===== config.mk =====
export PLATFORM = sky130hd
export DESIGN_NAME = ift_scan
export DESIGN_NICKNAME = d
export VERILOG_FILES = /design/src/sv/ift_pkg.sv /design/src/sv/ift_scan.sv
export SDC_FILE = /design/constraint.sdc
export NUM_CORES = 1
export LEC_CHECK = 0
export ABC_AREA = 1
export BUFFER_PORTS_ARGS = -buffer_cell sky130_fd_sc_hd__buf_2
export CAP_MARGIN = 20
export CORE_AREA = 2 2 101 83
export CTS_BUF_LIST = sky130_fd_sc_hd__clkbuf_4 sky130_fd_sc_hd__clkbuf_8
export CTS_CLUSTER_SIZE = 28
export DETAILED_ROUTE_END_ITERATION = 7
export DIE_AREA = 0 0 103 85
export PLACE_DENSITY = 0.9
export REMOVE_ABC_BUFFERS = 1
export SLEW_MARGIN = 15
export SYNTH_ARGS = -nofsm -noshare
export SYNTH_HDL_FRONTEND = slang
export SYNTH_SLANG_ARGS = --single-unit
export TNS_END_PERCENT = 10

===== constraint.sdc =====
create_clock -name clk -period 3.72 [get_ports clk]
set_input_delay 0.186 -clock clk [delete_from_list [all_inputs] [get_ports clk]]
set_output_delay 0.186 -clock clk [all_outputs]
set_load 0.02 [all_outputs]

===== src/sv/ift_pkg.sv =====
// types, codes and defaults shared by the interrupt fan-out table
`timescale 1ns / 1ps
`default_nettype none

package ift_pkg;

	localparam int SLOT_W = 6;
	localparam int IRQ_W = 8;
	localparam int CLIENT_SLOTS_DEF = 64;
	localparam int IRQ_COUNT_DEF = 256;

	typedef enum logic [1:0] {
		REQ_OPEN  = 2'd0,
		REQ_SUB   = 2'd1,
		REQ_UNSUB = 2'd2,
		REQ_IRQ   = 2'd3
	} req_type_t;

	typedef enum logic [1:0] {
		KIND_ACK    = 2'd0,
		KIND_OPEN   = 2'd1,
		KIND_TARGET = 2'd2,
		KIND_NONE   = 2'd3
	} kind_t;

	typedef enum logic [1:0] {
		ST_IDLE,
		ST_RMW,
		ST_LOAD,
		ST_SCAN
	} state_t;

	typedef struct packed {
		req_type_t          req_type;
		logic [SLOT_W-1:0]  client_slot;
		logic [IRQ_W-1:0]   irq_number;
		logic               has_handler;
	} req_t;

	typedef struct packed {
		kind_t              result_kind;
		logic [SLOT_W-1:0]  slot_out;
		logic               success;
		logic [IRQ_W-1:0]   irq_echo;
		logic               last_flag;
	} res_t;

	typedef struct packed {
		logic load;
		logic advance;
	} scan_ctrl_t;

	typedef struct packed {
		logic [SLOT_W-1:0] slot;
		logic              last;
		logic              nonempty;
	} scan_stat_t;

endpackage

`default_nettype wire


===== src/sv/ift_scan.sv =====
// target scanner: walks the set bits of a candidate word, lowest slot first
`timescale 1ns / 1ps
`default_nettype none

module ift_scan #(
	parameter int CLIENT_SLOTS = ift_pkg::CLIENT_SLOTS_DEF
) (
	input  wire logic                     clk,
	input  wire logic                     arst_n,
	input  wire ift_pkg::scan_ctrl_t      ctrl,
	input  wire logic [CLIENT_SLOTS-1:0]  load_word,
	output ift_pkg::scan_stat_t           stat
);

	import ift_pkg::*;

	logic [CLIENT_SLOTS-1:0] word_q;
	logic [CLIENT_SLOTS-1:0] rest;

	always_ff @(posedge clk or negedge arst_n) begin
		if (!arst_n) begin
			word_q <= '0;
		end else if (ctrl.load) begin
			word_q <= load_word;
		end else if (ctrl.advance) begin
			word_q <= rest;
		end
	end

	always_comb begin
		stat.slot = '0;
		for (int i = CLIENT_SLOTS - 1; i >= 0; i--) begin
			if (word_q[i]) begin
				stat.slot = SLOT_W'(i);
			end
		end
		// drop the lowest set bit
		rest = word_q & (word_q - CLIENT_SLOTS'(1));
		stat.last = (rest == '0);
		stat.nonempty = |word_q;
	end

endmodule

`default_nettype wire


==> impl_metrics.ini, run 1 <==
[die]
core-area_mm2 = 0.00776
die_area_mm2 = 0.00876
dieWidth_um = 103
ios = 76
start_util_pct = 57.5
dieHeight_um = 85
num_rows = 29

[synth]
yosysTopAreaCell = dfrtp_1
synthFlopType = dfrtp_1
synth_common_cells = nand2_1, inv_1, nor2_1
ys_seq_area_share_pct = 35.9
synth_top_area_share_pct = 35.9
synth_area_per_cell_um2 = 6.52
synth_area_mm2 = 0.00446
synth.most_common_cell = nand2_1
synthArstFlopShare_pct = 100
synth_edf_count = 0
syn_inst = 685
synth_area_leaders = dfrtp_1, nand2_1, o221ai_1
ys_types = 30
yosys_register_bits = 64
yosysWarnings = 0

[clocking]
clockRootBuffer = clkbuf_8
htree_levels = 3
clkSlewWorstSetupHoldPaths_ns = 0.08
cts_made_buffers = 9
cts_tree = yes
insertion_delay_ns = 0.36
clkSinkCount = 64
cts_buffer_depth = 2

[routing]
ant_nets = 0
routed_wl_um = 12400
drtIter0Drc = 434
viasPerCell = 5.41
wire_per_inst_um = 13.5
drc = 0
vias = 4951
dr.pass1.iters = 7

[grt]
first_global_vias = 4752
gr-total-overflow = 0
grt_pass1_wl_um = 20800
grt_max_degree = 40
antenna_found_initial = 0
grt_usage_pct = 29.8

[hold_path]
min_path_type = input port to flip-flop

[power_and_ir_drop]
power.density_mw_per_mm2 = 353
p_seq_share_pct = 43.1
clockPowerShare_pct = 28.7
p_switching_mw = 0.702
power_mw = 1.94
peakVddDrop_v = 0.000226
intPower_mw = 1.24
switching_share_pct = 36.2
comb_power_share_pct = 28.3
leakagePower_nw = 2.76

[setup_path]
startpoint_type = flip-flop
critPathMaxFanout = 2
cp_common_cell = nand2_1
cp.arrival_ns = 4.15
critical_path_required_ns = 3.53
worst_path_max_delay_cell = dfrtp_1
crit_path_end_kind = primary output
slowest_delay_ns = 0.39
path_class = flip-flop to primary output

[cells_and_area]
multi_input_area_mm2 = 0.00230
final_area_mm2 = 0.00550
diodes = 0
top_register = word_q
ff_latch_area_mm2 = 0.00160
fillers = 666
largest_register_ffs = 64
fin_nets = 870
top_regs = word_q x64
layout-drive-gt1-share_pct = 22.2
syn_to_final_growth_pct = 23.2
stdcell_count = 915

[run]
maxCapViolCount = 0

[timing]
finalHoldViolCount = 0
timing.final.ws_setup_ns = -0.614
rsz0062_at_grt = true
setup_viol_count_final = 2
fmax_mhz = 231
slew_headroom_pct = 42.6
tightest_slew_ns = 0.856
period_share_pct = 117
slew_viol_final = 0
layout_min_cycle_time_ns = 4.33
skew_ns = 0.0103

[place]
port_buffers = 75
dp_hpwl_um = 9330
placed_area_mm2 = 0.00527
place_inst = 897
place.gp.congestion = 0.952

[run_status]
violations = negative setup slack
status = complete, but fails checks
per-stage QoR:
step / setup TNS (ns) / utilization (%) / setup WS [ns] / hold slack, ns
3_5_place_dp: -0.283 / 67.8 / -0.142 / 0.257
2_1_floorplan: 0 / - / 0.0662 / -0.110
6_report: -1.11 / 70.8 / -0.614 / 0.0366
3_3_place_gp: -0.237 / 67.8 / -0.124 / 0.248
4_1_cts: -1.02 / 70.4 / -0.557 / 0.0261
5_1_grt: -2.22 / 70.8 / -1.36 / 0.0384
cells by family after synthesis:
logic type / share of synthesized area [%]
flip-flops: 35.9
AND/OR/NAND/NOR: 32.9
buffers and inverters: 13.2
AO/OA/AOI/OAI: 18.0
power groups by stage:
stage | combinational [mW] | sequential (mW) | clock (mW)
6_report | 0.549 | 0.836 | 0.556
5_1_grt | 0.626 | 0.843 | 0.597
4_1_cts | 0.537 | 0.833 | 0.562
3_5_place_dp | 0.532 | 0.844 | 0
3_3_place_gp | 0.515 | 0.839 | 0
2_1_floorplan | 0.342 | 0.832 | 0
per-layer routing:
metal | track usage [%] | vias up | wire [µm]
met5 | 0 | - | 0
met4 | 8.85 | 0 | 230
met3 | 6.67 | 32 | 1110
met2 | 46.1 | 230 | 5540
met1 | 41.8 | 2221 | 5510
li1 | - | 2468 | -
placed cells by master, fill, tap and decap left out, drive strengths merged, types with 8 or more instances in the layout:
cell / n
nor4: 8
o221ai: 48
nor2: 112
nor3: 11
clkinv: 8
a21oi: 17
nand2: 194
nand3: 17
o21ai: 23
clkbuf: 10
inv: 130
buf: 125
o211ai: 13
nand4: 14
dfrtp: 64
worst paths after layout:
path / slack (ns) / endpoint / depth (start not counted) / startpoint
max in group asynchronous: 2.40 / word_q[8] / 3 / arst_n
worst max register to register: 0.44 / word_q[61] / 29 / word_q[1]
worst min register to register: 0.60 / word_q[55] / 2 / word_q[55]
min in group asynchronous: 0.41 / word_q[44] / 2 / arst_n
worst max-delay path: -0.61 / stat[2] / 64 / word_q[62]
worst min-delay path: 0.04 / word_q[20] / 3 / load_word[20]
cell type report:
type                            count  share of cell area, %
Multi-Input combinational cell    468                   41.9
Sequential cell                    64                   29.1
Timing Repair Buffer              126                   14.0
Inverter                          133                   9.22
Clock buffer                       10                   2.50
Tap cell                          108                   2.46
Clock inverter                      6                  0.797
worst max-delay path, delay by kind of cell (launching register included):
family / cells / cell delay, ns
and+or+nand+nor: 61 / 3.06
DFF: 1 / 0.39
AOI/OAI and AO/OA: 1 / 0.14
buffers and inverters: 2 / 0.19
repair_timing:
action	4_1_cts	5_1_grt
resized for setup	4	6
hold endpoints to repair	29	0
hold buffers	1	0
buffers inserted	0	1
setup endpoints to repair	2	3
pin swaps	0	2
Note: power is estimated with default switching activity, not from simulation.
==> run 2: changes to the inputs <==
- CORE_AREA: 2 2 101 83 -> 3 3 102 84
- DIE_AREA: 0 0 103 85 -> 0 0 105 87
==> impl_metrics.ini, run 2 (same netlist as run 1, synthesis figures left out) <==
[routing]
drc = 0
vias = 5161
drtIter0Drc = 463
viasPerCell = 5.68
wire_per_inst_um = 14.9
routed_wl_um = 13600
dr.pass1.iters = 5
ant_nets = 0

[setup_path]
cp.arrival_ns = 4.17
slowest_delay_ns = 0.40
path_class = flip-flop to primary output
cp_common_cell = nand2_1
r2r_cells = 29
worst_path_max_delay_cell = dfrtp_1
critical_path_required_ns = 3.53
critPathMaxFanout = 2
setup.worst_path.start = word_q[62]
startpoint_type = flip-flop
reg2reg_from = word_q[1]
crit_path_end_kind = primary output

[timing]
hold_slack_ns = -0.0117
finalHoldViolCount = 9
tightest_slew_ns = 0.998
period_share_pct = 117
timing.final.ws_setup_ns = -0.637
slew_viol_final = 0
slew_headroom_pct = 33.5
setup_viol_count_final = 2
layout_min_cycle_time_ns = 4.36
rsz0062_at_grt = true
fmax_mhz = 230
finalSetupTns_ns = -1.13
skew_ns = 0.00931

[power_and_ir_drop]
p_seq_share_pct = 39.6
switching_share_pct = 33.6
power_mw = 2.11
leakagePower_nw = 2.77
peakVddDrop_v = 0.000253
power.density_mw_per_mm2 = 382
intPower_mw = 1.40
clockPowerShare_pct = 33.8
p_switching_mw = 0.708
comb_power_share_pct = 26.6

[cells_and_area]
ff_latch_area_mm2 = 0.00160
fin_nets = 867
top_regs = word_q x64
fillers = 611
largest_register_ffs = 64
layout-drive-gt1-share_pct = 21.8
multi_input_area_mm2 = 0.00230
final_cell_mix = nand2_1, inv_1, nor2_1
diodes = 0
top_register = word_q
fin_util_pct = 73.6
final_area_mm2 = 0.00552
stdcell_count = 909
final_common_cell = nand2_1
syn_to_final_growth_pct = 23.6

[die]
ios = 76
start_util_pct = 59.5
num_rows = 28
dieHeight_um = 87
core-area_mm2 = 0.00750
die_area_mm2 = 0.00914
dieWidth_um = 105

[clocking]
insertion_delay_ns = 0.35
clkSinkCount = 64
htree_levels = 3
clockRootBuffer = clkbuf_8
cts_made_buffers = 9
cts_buffer_depth = 2
cts_tree = yes
clkSlewWorstSetupHoldPaths_ns = 0.07

[place]
place.gp.congestion = 1.01
dpl_worst_slack_ns = -0.242
dp_hpwl_um = 9710
place_inst = 892
port_buffers = 75
placed_area_mm2 = 0.00525

[grt]
grt_usage_pct = 31.1
gr-total-overflow = 0
grt_max_degree = 44
grt_pass1_wl_um = 22900
first_global_vias = 5033
antenna_found_initial = 0

[run_status]
status = complete, but fails checks
violations = negative hold slack, negative setup slack

[run]
maxCapViolCount = 0

[hold_path]
min_path_type = input port to asynchronous set/reset pin
-- run 2: cell types whose count changed in the layout (fill, tap and decap cells not counted), sizes merged --
cell and delta:
bufinv +3, clkinv -3, buf -2, clkbuf +2
inv -2, dlygate4sd3 -1
-- run 2: critical path, delay by kind of cell, from the launching register on --
family          cells  cell delay, ns
simple gates       61            3.09
flops               1            0.40
buf+inv             2            0.20
compound gates      1            0.11
-- run 2: power by group through the flow --
stage	registers, mW	clock network [mW]	logic [mW]
final	0.835	0.712	0.562
after global routing	0.843	0.748	0.639
after CTS	0.832	0.718	0.549
after detailed placement	0.843	0	0.537
after global placement	0.838	0	0.518
after floorplan	0.832	0	0.342
-- run 2: cell type report --
| type | count | share of cell area [%] |
|---|---|---|
| Multi-Input combinational cell | 468 | 41.6 |
| Clock buffer | 12 | 2.88 |
| Tap cell | 105 | 2.38 |
| Sequential cell | 64 | 29.0 |
| Clock inverter | 4 | 1.38 |
| Inverter | 133 | 9.30 |
| Timing Repair Buffer | 123 | 13.4 |
-- run 2: final timing paths --
kind                              endpoint  slack (ns)
max in group asynchronous       word_q[45]        2.83
min in group clk                 word_q[6]        0.04
worst min-delay path            word_q[35]       -0.01
worst max register to register  word_q[61]        0.42
worst max-delay path               stat[2]       -0.64
worst min register to register  word_q[55]        0.60
-- run 2: layer usage --
| metal | wire length, µm | up-vias | GRT usage, % |
|---|---|---|---|
| li1 | - | 2465 | - |
| met5 | 0 | - | 0 |
| met2 | 6210 | 290 | 52.0 |
| met3 | 1290 | 45 | 5.86 |
| met1 | 5660 | 2361 | 40.5 |
| met4 | 404 | 0 | 12.3 |
-- run 2: what timing repair did --
item                                    4_1_cts  5_1_grt
endpoints found under the setup margin        2        3
pin swaps                                     1        1
hold buffers                                  0        0
gates resized for setup                       5        3
setup buffers                                 1        0
